**src/sm3_pkg.sv**
```systemverilog
// Shared types, constants and helper functions of the SM3 hash engine.
package sm3_pkg;

  localparam int unsigned SM3_BLOCK_COUNT_BITS = 32;
  localparam logic [31:0] SM3_T_LOW  = 32'h79CC4519;
  localparam logic [31:0] SM3_T_HIGH = 32'h7A879D8A;
  localparam logic [7:0]  SM3_PAD_BYTE = 8'h80;

  typedef logic [0:7][31:0] sm3_vars_t;

  localparam sm3_vars_t SM3_IV = '{
    32'h7380166F, 32'h4914B2B9, 32'h172442D7, 32'hDA8A0600,
    32'hA96F30BC, 32'h163138AA, 32'hE38DEE4D, 32'hB0FB0E4E
  };

  typedef enum logic [2:0] {
    ST_IDLE,
    ST_PAD,
    ST_COMP,
    ST_FOLD,
    ST_OUT
  } sm3_state_e;

  typedef struct packed {
    logic [31:0] message_word;
    logic [2:0]  byte_count;
    logic        last_word;
  } sm3_in_t;

  typedef struct packed {
    logic [31:0] digest_word;
    logic        digest_last;
  } sm3_out_t;

  typedef struct packed {
    logic        wr_en;
    logic        shift;
    logic [3:0]  wr_idx;
    logic [31:0] wr_data;
  } sm3_sched_ctrl_t;

  typedef struct packed {
    logic       load;
    logic       step;
    logic [5:0] rnd;
  } sm3_rnd_ctrl_t;

  function automatic logic [31:0] rol32(input logic [31:0] x, input logic [4:0] n);
    logic [63:0] t;
    t = {x, x} << n;
    return t[63:32];
  endfunction

  function automatic logic [31:0] p0(input logic [31:0] x);
    return x ^ rol32(x, 5'd9) ^ rol32(x, 5'd17);
  endfunction

  function automatic logic [31:0] p1(input logic [31:0] x);
    return x ^ rol32(x, 5'd15) ^ rol32(x, 5'd23);
  endfunction

  // Round constant rotated by the round number mod 32.
  function automatic logic [31:0] tj_rot(input logic [5:0] r);
    logic [31:0] t;
    t = (r < 6'd16) ? SM3_T_LOW : SM3_T_HIGH;
    return rol32(t, r[4:0]);
  endfunction

endpackage

```
**src/sm3_msg_sched.sv**
```systemverilog
// Block buffer and sliding message expansion window of the SM3 engine.
module sm3_msg_sched
  import sm3_pkg::*;
(
  input  logic            clk_i,
  input  sm3_sched_ctrl_t ctrl_i,
  output logic [31:0]     w_j_o,
  output logic [31:0]     w_j4_o
);

  logic [31:0] win_q [16];
  logic [31:0] w_new;

  // Next expanded word from the current window W[j..j+15].
  assign w_new = p1(win_q[0] ^ win_q[7] ^ rol32(win_q[13], 5'd15))
                 ^ rol32(win_q[3], 5'd7) ^ win_q[10];

  always_ff @(posedge clk_i) begin
    if (ctrl_i.shift) begin
      for (int i = 0; i < 15; i++) begin
        win_q[i] <= win_q[i+1];
      end
      win_q[15] <= w_new;
    end else if (ctrl_i.wr_en) begin
      win_q[ctrl_i.wr_idx] <= ctrl_i.wr_data;
    end
  end

  assign w_j_o  = win_q[0];
  assign w_j4_o = win_q[4];

endmodule

```
**src/sm3_round.sv**
```systemverilog
// Working variables A..H and the shared SM3 compression round.
module sm3_round
  import sm3_pkg::*;
(
  input  logic          clk_i,
  input  sm3_rnd_ctrl_t ctrl_i,
  input  sm3_vars_t     chain_i,
  input  logic [31:0]   w_j_i,
  input  logic [31:0]   w_j4_i,
  output sm3_vars_t     v_o
);

  sm3_vars_t   v_q;
  sm3_vars_t   v_d;
  logic [31:0] a12, ss1, ss2, ff, gg, tt1, tt2;

  always_comb begin
    a12 = rol32(v_q[0], 5'd12);
    ss1 = rol32(a12 + v_q[4] + tj_rot(ctrl_i.rnd), 5'd7);
    ss2 = ss1 ^ a12;
    if (ctrl_i.rnd < 6'd16) begin
      ff = v_q[0] ^ v_q[1] ^ v_q[2];
      gg = v_q[4] ^ v_q[5] ^ v_q[6];
    end else begin
      ff = (v_q[0] & v_q[1]) | (v_q[0] & v_q[2]) | (v_q[1] & v_q[2]);
      gg = (v_q[4] & v_q[5]) | (~v_q[4] & v_q[6]);
    end
    tt1 = ff + v_q[3] + ss2 + (w_j_i ^ w_j4_i);
    tt2 = gg + v_q[7] + ss1 + w_j_i;
    v_d = v_q;
    if (ctrl_i.load) begin
      v_d = chain_i;
    end else if (ctrl_i.step) begin
      v_d[3] = v_q[2];
      v_d[2] = rol32(v_q[1], 5'd9);
      v_d[1] = v_q[0];
      v_d[0] = tt1;
      v_d[7] = v_q[6];
      v_d[6] = rol32(v_q[5], 5'd19);
      v_d[5] = v_q[4];
      v_d[4] = p0(tt2);
    end
  end

  always_ff @(posedge clk_i) begin
    v_q <= v_d;
  end

  assign v_o = v_q;

endmodule

```
**src/sm3_hash_engine.sv**
```systemverilog
// Top level of the SM3 hash engine: sequencer, padding, chaining and digest output.
//
// Feed the message as big-endian 32-bit words, first byte in bits 31:24, and mark
// the final word with last_word; only that word may carry fewer than four bytes
// (byte_count, values above four count as four, zero adds no bytes). A word that
// is not last is buffered, except every sixteenth, which starts a compression:
// the shared round unit runs one SM3 round per cycle in ST_COMP, then ST_FOLD
// folds the result into the chaining value. in_ready_o is low while a block is
// compressed or the message is closed. The last word starts padding: the rest of
// the block is filled one word per cycle, then its rounds start and it is
// compressed. When the length field does not fit, the whole of a second block is
// filled with padding and compressed as well. The eight digest words then leave
// on the output channel, word 0 first, digest_last on word 7, one per cycle while
// out_ready_i is high. After the eighth transaction the engine is back at the
// initial vector with an empty message. No clearing pass follows reset. The
// length field counts compressed blocks in BLOCK_COUNT_BITS bits and wraps beyond
// that.
module sm3_hash_engine
  import sm3_pkg::*;
#(
  parameter int unsigned BLOCK_COUNT_BITS = SM3_BLOCK_COUNT_BITS
) (
  input  logic     clk_i,
  input  logic     rst_ni,
  input  logic     in_valid_i,
  output logic     in_ready_o,
  input  sm3_in_t  in_data_i,
  output logic     out_valid_o,
  input  logic     out_ready_i,
  output sm3_out_t out_data_o
);

  sm3_state_e state_q, state_d;

  logic [3:0]  wib_q, wib_d;        // words buffered in the current block
  logic [4:0]  ptr_q, ptr_d;        // padding fill pointer, 16 means block full
  logic [5:0]  rnd_q, rnd_d;
  logic [2:0]  oidx_q, oidx_d;
  logic        fin_q, fin_d;        // closing the message
  logic        pad80_q, pad80_d;    // 0x80 marker still owed as a whole word
  logic        lhere_q, lhere_d;    // length field goes into the current block
  logic [63:0] bits_q, bits_d;
  logic [BLOCK_COUNT_BITS-1:0] blocks_q, blocks_d;
  sm3_vars_t   chain_q, chain_d;

  sm3_sched_ctrl_t sched_ctrl;
  sm3_rnd_ctrl_t   rnd_ctrl;
  sm3_vars_t       v;
  logic [31:0]     w_j, w_j4;

  logic        in_acc, out_acc;
  logic [2:0]  nb;
  logic [6:0]  len;
  logic [31:0] last_wd;
  logic [31:0] pad_wd;

  assign in_acc  = in_valid_i && in_ready_o;
  assign out_acc = out_valid_o && out_ready_i;

  // Saturate byte count and form the closing word: kept bytes plus the marker when fewer than four bytes are kept.
  always_comb begin
    nb  = (in_data_i.byte_count > 3'd4) ? 3'd4 : in_data_i.byte_count;
    len = {1'b0, wib_q, 2'b00} + {4'b0, nb};
    case (nb)
      3'd0:    last_wd = {SM3_PAD_BYTE, 24'h0};
      3'd1:    last_wd = {in_data_i.message_word[31:24], SM3_PAD_BYTE, 16'h0};
      3'd2:    last_wd = {in_data_i.message_word[31:16], SM3_PAD_BYTE, 8'h0};
      3'd3:    last_wd = {in_data_i.message_word[31:8], SM3_PAD_BYTE};
      default: last_wd = in_data_i.message_word;
    endcase
  end

  // Fill word for the padding pointer: marker, length halves or zero.
  always_comb begin
    if (pad80_q) begin
      pad_wd = {SM3_PAD_BYTE, 24'h0};
    end else if (lhere_q && ptr_q == 5'd14) begin
      pad_wd = bits_q[63:32];
    end else if (lhere_q && ptr_q == 5'd15) begin
      pad_wd = bits_q[31:0];
    end else begin
      pad_wd = '0;
    end
  end

  // Next state.
  always_comb begin
    state_d = state_q;
    case (state_q)
      ST_IDLE: begin
        if (in_acc) begin
          if (in_data_i.last_word) begin
            state_d = ST_PAD;
          end else if (wib_q == 4'd15) begin
            state_d = ST_COMP;
          end
        end
      end
      ST_PAD: begin
        if (ptr_q == 5'd16) begin
          state_d = ST_COMP;
        end
      end
      ST_COMP: begin
        if (rnd_q == 6'd63) begin
          state_d = ST_FOLD;
        end
      end
      ST_FOLD: begin
        if (!fin_q) begin
          state_d = ST_IDLE;
        end else if (lhere_q) begin
          state_d = ST_OUT;
        end else begin
          state_d = ST_PAD;
        end
      end
      ST_OUT: begin
        if (out_acc && oidx_q == 3'd7) begin
          state_d = ST_IDLE;
        end
      end
      default: state_d = ST_IDLE;
    endcase
  end

  // Datapath control and register updates.
  always_comb begin
    wib_d      = wib_q;
    ptr_d      = ptr_q;
    rnd_d      = rnd_q;
    oidx_d     = oidx_q;
    fin_d      = fin_q;
    pad80_d    = pad80_q;
    lhere_d    = lhere_q;
    bits_d     = bits_q;
    blocks_d   = blocks_q;
    chain_d    = chain_q;
    sched_ctrl = '{wr_en: 1'b0, shift: 1'b0, wr_idx: wib_q, wr_data: last_wd};
    rnd_ctrl   = '{load: 1'b0, step: 1'b0, rnd: rnd_q};
    in_ready_o  = 1'b0;
    out_valid_o = 1'b0;
    case (state_q)
      ST_IDLE: begin
        in_ready_o = 1'b1;
        if (in_acc) begin
          sched_ctrl.wr_en = 1'b1;
          if (in_data_i.last_word) begin
            ptr_d   = {1'b0, wib_q} + 5'd1;
            pad80_d = (nb == 3'd4);
            lhere_d = (len <= 7'd55);
            fin_d   = 1'b1;
            bits_d  = ({{(64-BLOCK_COUNT_BITS){1'b0}}, blocks_q} << 9)
                      + {54'h0, len, 3'b000};
          end else begin
            sched_ctrl.wr_data = in_data_i.message_word;
            wib_d = wib_q + 4'd1;
            if (wib_q == 4'd15) begin
              rnd_ctrl.load = 1'b1;
              rnd_d = '0;
            end
          end
        end
      end
      ST_PAD: begin
        if (ptr_q == 5'd16) begin
          rnd_ctrl.load = 1'b1;
          rnd_d = '0;
        end else begin
          sched_ctrl.wr_en   = 1'b1;
          sched_ctrl.wr_idx  = ptr_q[3:0];
          sched_ctrl.wr_data = pad_wd;
          pad80_d = 1'b0;
          ptr_d   = ptr_q + 5'd1;
        end
      end
      ST_COMP: begin
        rnd_ctrl.step    = 1'b1;
        sched_ctrl.shift = 1'b1;
        rnd_d = rnd_q + 6'd1;
      end
      ST_FOLD: begin
        for (int i = 0; i < 8; i++) begin
          chain_d[i] = chain_q[i] ^ v[i];
        end
        if (!fin_q) begin
          blocks_d = blocks_q + BLOCK_COUNT_BITS'(1);
        end else if (lhere_q) begin
          oidx_d = '0;
        end else begin
          ptr_d   = '0;
          lhere_d = 1'b1;
        end
      end
      ST_OUT: begin
        out_valid_o = 1'b1;
        if (out_acc) begin
          oidx_d = oidx_q + 3'd1;
          if (oidx_q == 3'd7) begin
            // Drop back to an empty message at the initial vector.
            chain_d  = SM3_IV;
            blocks_d = '0;
            wib_d    = '0;
            fin_d    = 1'b0;
          end
        end
      end
      default: ;
    endcase
  end

  assign out_data_o.digest_word = chain_q[oidx_q];
  assign out_data_o.digest_last = (oidx_q == 3'd7);

  always_ff @(posedge clk_i or negedge rst_ni) begin
    if (!rst_ni) begin
      state_q  <= ST_IDLE;
      wib_q    <= '0;
      ptr_q    <= '0;
      rnd_q    <= '0;
      oidx_q   <= '0;
      fin_q    <= 1'b0;
      pad80_q  <= 1'b0;
      lhere_q  <= 1'b0;
      blocks_q <= '0;
      chain_q  <= SM3_IV;
    end else begin
      state_q  <= state_d;
      wib_q    <= wib_d;
      ptr_q    <= ptr_d;
      rnd_q    <= rnd_d;
      oidx_q   <= oidx_d;
      fin_q    <= fin_d;
      pad80_q  <= pad80_d;
      lhere_q  <= lhere_d;
      blocks_q <= blocks_d;
      chain_q  <= chain_d;
    end
  end

  // Length in bits is payload, set before it is read.
  always_ff @(posedge clk_i) begin
    bits_q <= bits_d;
  end

  sm3_msg_sched u_sched (
    .clk_i  (clk_i),
    .ctrl_i (sched_ctrl),
    .w_j_o  (w_j),
    .w_j4_o (w_j4)
  );

  sm3_round u_round (
    .clk_i   (clk_i),
    .ctrl_i  (rnd_ctrl),
    .chain_i (chain_q),
    .w_j_i   (w_j),
    .w_j4_i  (w_j4),
    .v_o     (v)
  );

  a_ready_excl: assert property (@(posedge clk_i) disable iff (!rst_ni)
    in_ready_o |-> !out_valid_o)
    else $error("input ready while digest pending");

  a_comp_to_fold: assert property (@(posedge clk_i) disable iff (!rst_ni)
    (state_q == ST_COMP && rnd_q == 6'd63) |=> (state_q == ST_FOLD))
    else $error("compression did not end after round 63");

  a_ptr_range: assert property (@(posedge clk_i) disable iff (!rst_ni)
    (state_q == ST_PAD) |-> (ptr_q <= 5'd16 && fin_q))
    else $error("padding pointer out of range");

  a_digest_reinit: assert property (@(posedge clk_i) disable iff (!rst_ni)
    (out_acc && out_data_o.digest_last) |=>
      (chain_q == SM3_IV && blocks_q == '0 && wib_q == 4'd0 && state_q == ST_IDLE))
    else $error("engine not reinitialized after digest");

endmodule

```
**config.mk**
```make
export PLATFORM = sky130hd
export DESIGN_NAME = sm3_hash_engine
export DESIGN_NICKNAME = d
export VERILOG_FILES = /design/src/sm3_pkg.sv /design/src/sm3_msg_sched.sv /design/src/sm3_round.sv /design/src/sm3_hash_engine.sv
export SDC_FILE = /design/constraint.sdc
export NUM_CORES = 2
export LEC_CHECK = 0
export ABC_CLOCK_PERIOD_IN_PS = 9100
export BUFFER_PORTS_ARGS = -buffer_cell sky130_fd_sc_hd__buf_2
export CELL_PAD_IN_SITES_DETAIL_PLACEMENT = 0
export CELL_PAD_IN_SITES_GLOBAL_PLACEMENT = 1
export CORE_MARGIN = 3
export CORE_UTILIZATION = 48
export DETAILED_ROUTE_END_ITERATION = 10
export PLACE_DENSITY = 0.76
export SYNTH_ARGS = -nofsm -noshare
export SYNTH_HDL_FRONTEND = slang
export SYNTH_HIERARCHICAL = 1
export SYNTH_SLANG_ARGS = --single-unit
```
**constraint.sdc**
```tcl
create_clock -name clk_i -period 9.1 [get_ports clk_i]
set_clock_uncertainty 0.1 [all_clocks]
set_input_delay 0.91 -clock clk_i [delete_from_list [all_inputs] [get_ports clk_i]]
set_output_delay 0.91 -clock clk_i [all_outputs]
set_load 0.005 [all_outputs]
```
==> summary.txt <==
Worst setup path
  • Worst Setup SP: rnd_q[4]
  • Crit path largest cell delay: 0.48 ns
  • Crit path max-delay cell type: fa_1
  • Critical Path End Type: register
  • Setup slack, reg-to-reg: 0.39 ns
  • Worst setup path endpoint: u_round/v_o[102]
  • WS Path Type: reg -> reg
  • CP Data Arrival Time: 9.09 ns
  • Worst r2r src: rnd_q[4]
  • Crit-path max FO: 10
  • CP required: 9.48 ns
  • Worst Setup Start Kind: register
  • RR Endpoint: u_round/v_o[102]
  • R2R depth: 38
  • Crit-path most repeated cell: buf_4

Route
  • Post-DRT Antenna Nets: 0
  • DRT Pass-1 Iters: 6
  • Post-Route WL: 229 mm
  • DR DRC count: 0
  • WL/cell: 29.8 um
  • Total number of vias: 47010
  • Iteration-0 DRC count of the detailed router: 4316
  • Via density: 6.10

STA
  • Final worst path period share: 0.957
  • Slew margin rel.: 0.123
  • Max frequency: 0.115 GHz
  • Endpoints failing setup: 0
  • Final Hold Viols: 0
  • Slew @ Worst Pin: 1.32 ns
  • Final Critical Period: 8.71 ns
  • Final slew viol count: 0
  • Setup TNS: 0 ns
  • RSZ-0062 raised after global routing: no

Place
  • Placed wire-length estimate: 165 mm
  • Port bufs: 74
  • GPL Wtd Cong: 1.00

Clocking
  • Clk root buf: clkbuf_16
  • Clock latency on the worst-skew pair: 0.79 ns
  • CTS Buffer Depth: 3
  • TritonCTS Buffers: 130
  • # H-tree levels: 4
  • Clk slew on worst S/H paths: 0.06 ns
  • CTS tree: done
  • Sink Count: 1119

Die
  • Io pins: 75
  • Starting Density: 0.486
  • Die height: 380 um
  • Core area: 0.138 mm2
  • Die Area: 0.145 mm2
  • Row count: 136
  • Die width: 380 um

Worst hold path
  • Min-delay worst type: reg -> reg

GRT
  • Largest net degree at the start of global routing: 179
  • Number of global-route vias before repair: 45717
  • Initial antenna violation count: 10
  • Gr ovfl total: 0
  • Tot GR Track Use: 0.313
  • First-pass GRT wire length: 329 mm

Synthesis
  • Cell area after synthesis: 0.0672 mm2
  • Synth unique cells: 100
  • EDFF count, synth: 807
  • Synth Flop Type: edfxtp_1
  • Post-synthesis sequential area ratio: 0.479
  • Post-Syn Area per Cell: 11.9 um2
  • Synthesis Warnings: 6
  • FFs w/ async S/R, synth: 0.279
  • Gate Count Post-Synth: 5628
  • Yosys reg bits: 1119
  • Syn Nets: 5962

Cells and area
  • P&R area growth vs syn: 11.3%
  • Fillers: 11935
  • Final core occ: 0.541
  • Share of layout cells above drive strength 1: 0.279
  • Nets: 6073

Outcome
  • Status: complete, no violations

Job
  • Max-cap viol count: 0
-- flip-flops by register name, summed over array words and instances (netlist names) --
name and count:
u_sched/win_q 512, chain_q 256, u_round/v_o 256, bits_q 39
blocks_q 32, rnd_q 6, ptr_q 5, wib_q 4
oidx_q 3, state_q 3, fin_q 1, lhere_q 1
pad80_q 1
-- worst max-delay path: cells and delay by family, from the launching register on --
kind	cells	cell delay, ns
fa+ha+maj	7	2.67
simple gates	5	0.84
buf+inv	10	1.32
mux	1	0.09
xor+xnor	3	0.64
flops	1	0.40
compound gates	12	2.34
-- cell type report --
class / instances / area (um2) / share of cell area
clock buffers: 177 / 3520 / 0.0471
multi-input cells: 3923 / 32900 / 0.440
well taps: 1863 / 2330 / 0.0312
flip-flops and latches: 1119 / 32200 / 0.431
clock inverters: 56 / 596 / 0.00796
diodes: 3 / 7.51 / 0.000100
repair buffers: 313 / 2250 / 0.0301
inverters: 252 / 956 / 0.0128
-- through the flow --
stage,setup slack (ns),hold WS [ns],instances,instance area [um2]
2_1_floorplan,0.0295,0.349,5628,67200
3_3_place_gp,-0.0511,0.371,7464,70400
3_5_place_dp,-0.0876,0.379,7464,70400
4_1_cts,0.0146,0.361,7698,74600
5_1_grt,0.0126,0.410,7703,74800
6_report,0.389,0.388,7706,74800
-- cell usage after synthesis, types with 9 or more instances --
cell,number,area (um2)
mux2_2,847,9540
edfxtp_1,807,24200
nand2_1,521,1960
o21ai_0,486,2430
a21oi_1,406,2030
xnor2_1,265,2320
inv_1,249,935
clkbuf_1,193,724
dfrtp_1,193,4830
fa_1,188,3760
nor2_1,176,661
dfstp_2,119,3130
xor2_1,115,1010
ha_1,106,1330
buf_2,99,495
nand3_1,68,340
nor3_1,67,335
mux4_2,66,1490
a21o_1,54,405
xnor3_1,45,1010
mux2i_1,44,440
a31oi_1,36,225
nor2b_1,36,225
a211oi_1,35,263
and3_1,31,194
nand4_1,30,188
a22o_1,29,254
nand2b_1,28,175
buf_1,24,90.1
o21ai_1,20,100
or3_1,15,93.8
o211ai_1,14,105
buf_4,13,97.6
o21a_1,13,97.6
o31ai_1,12,90.1
a22oi_1,11,82.6
or2_2,11,68.8
and2_1,9,56.3
-- routing by layer --
layer	track usage	vias to the layer above	share of wire
met5	0	-	0.00010
met4	0.166	4	0.062
met3	0.0494	418	0.063
met2	0.506	1849	0.47
met1	0.407	24084	0.40
li1	-	20655	-
-- layout by cell type (no fill, tap or decap), types with 132 or more instances in the layout --
master / netlist / routed
o21ai_0: 486 / 471
mux2_2: 847 / 847
fa_1: 188 / 188
xnor2_1: 265 / 258
inv_1: 249 / 249
nand2_1: 521 / 519
dfrtp_1: 193 / 188
clkbuf_16: 0 / 132
nor2_1: 176 / 171
edfxtp_1: 807 / 807
buf_4: 13 / 232
a21oi_1: 406 / 403
-- kinds of logic after synthesis --
family	share of synthesized area
AO/OA/AOI/OAI	0.103
XOR/XNOR	0.0657
adder cells (fa/ha/maj)	0.0757
buffers and inverters	0.0356
flip-flops	0.479
multiplexers	0.171
AND/OR/NAND/NOR	0.0698
-- worst min-delay path by stage --
stage,slack [ns],depth (start not counted),startpoint,endpoint
floorplan,0.35,1,chain_q[132],chain_q[132]
global placement,0.37,1,chain_q[144],chain_q[144]
detailed placement,0.38,1,chain_q[144],chain_q[144]
CTS,0.36,2,in_data_i[2],bits_q[4]
global route,0.41,1,chain_q[132],chain_q[132]
finish,0.39,1,chain_q[144],chain_q[144]
-- timing repair --
| item | 4_1_cts | 5_1_grt |
|---|---|---|
| buffers inserted | 0 | 5 |
| endpoints found under the hold margin | 25 | 0 |
| resized for setup | 5 | 43 |
| setup endpoints to repair | 15 | 53 |
| pin swaps | 0 | 9 |
| hold buffers | 1 | 0 |
Power is not shown: default switching activity piles up to over one toggle a cycle in this logic, so the estimate is an artifact.
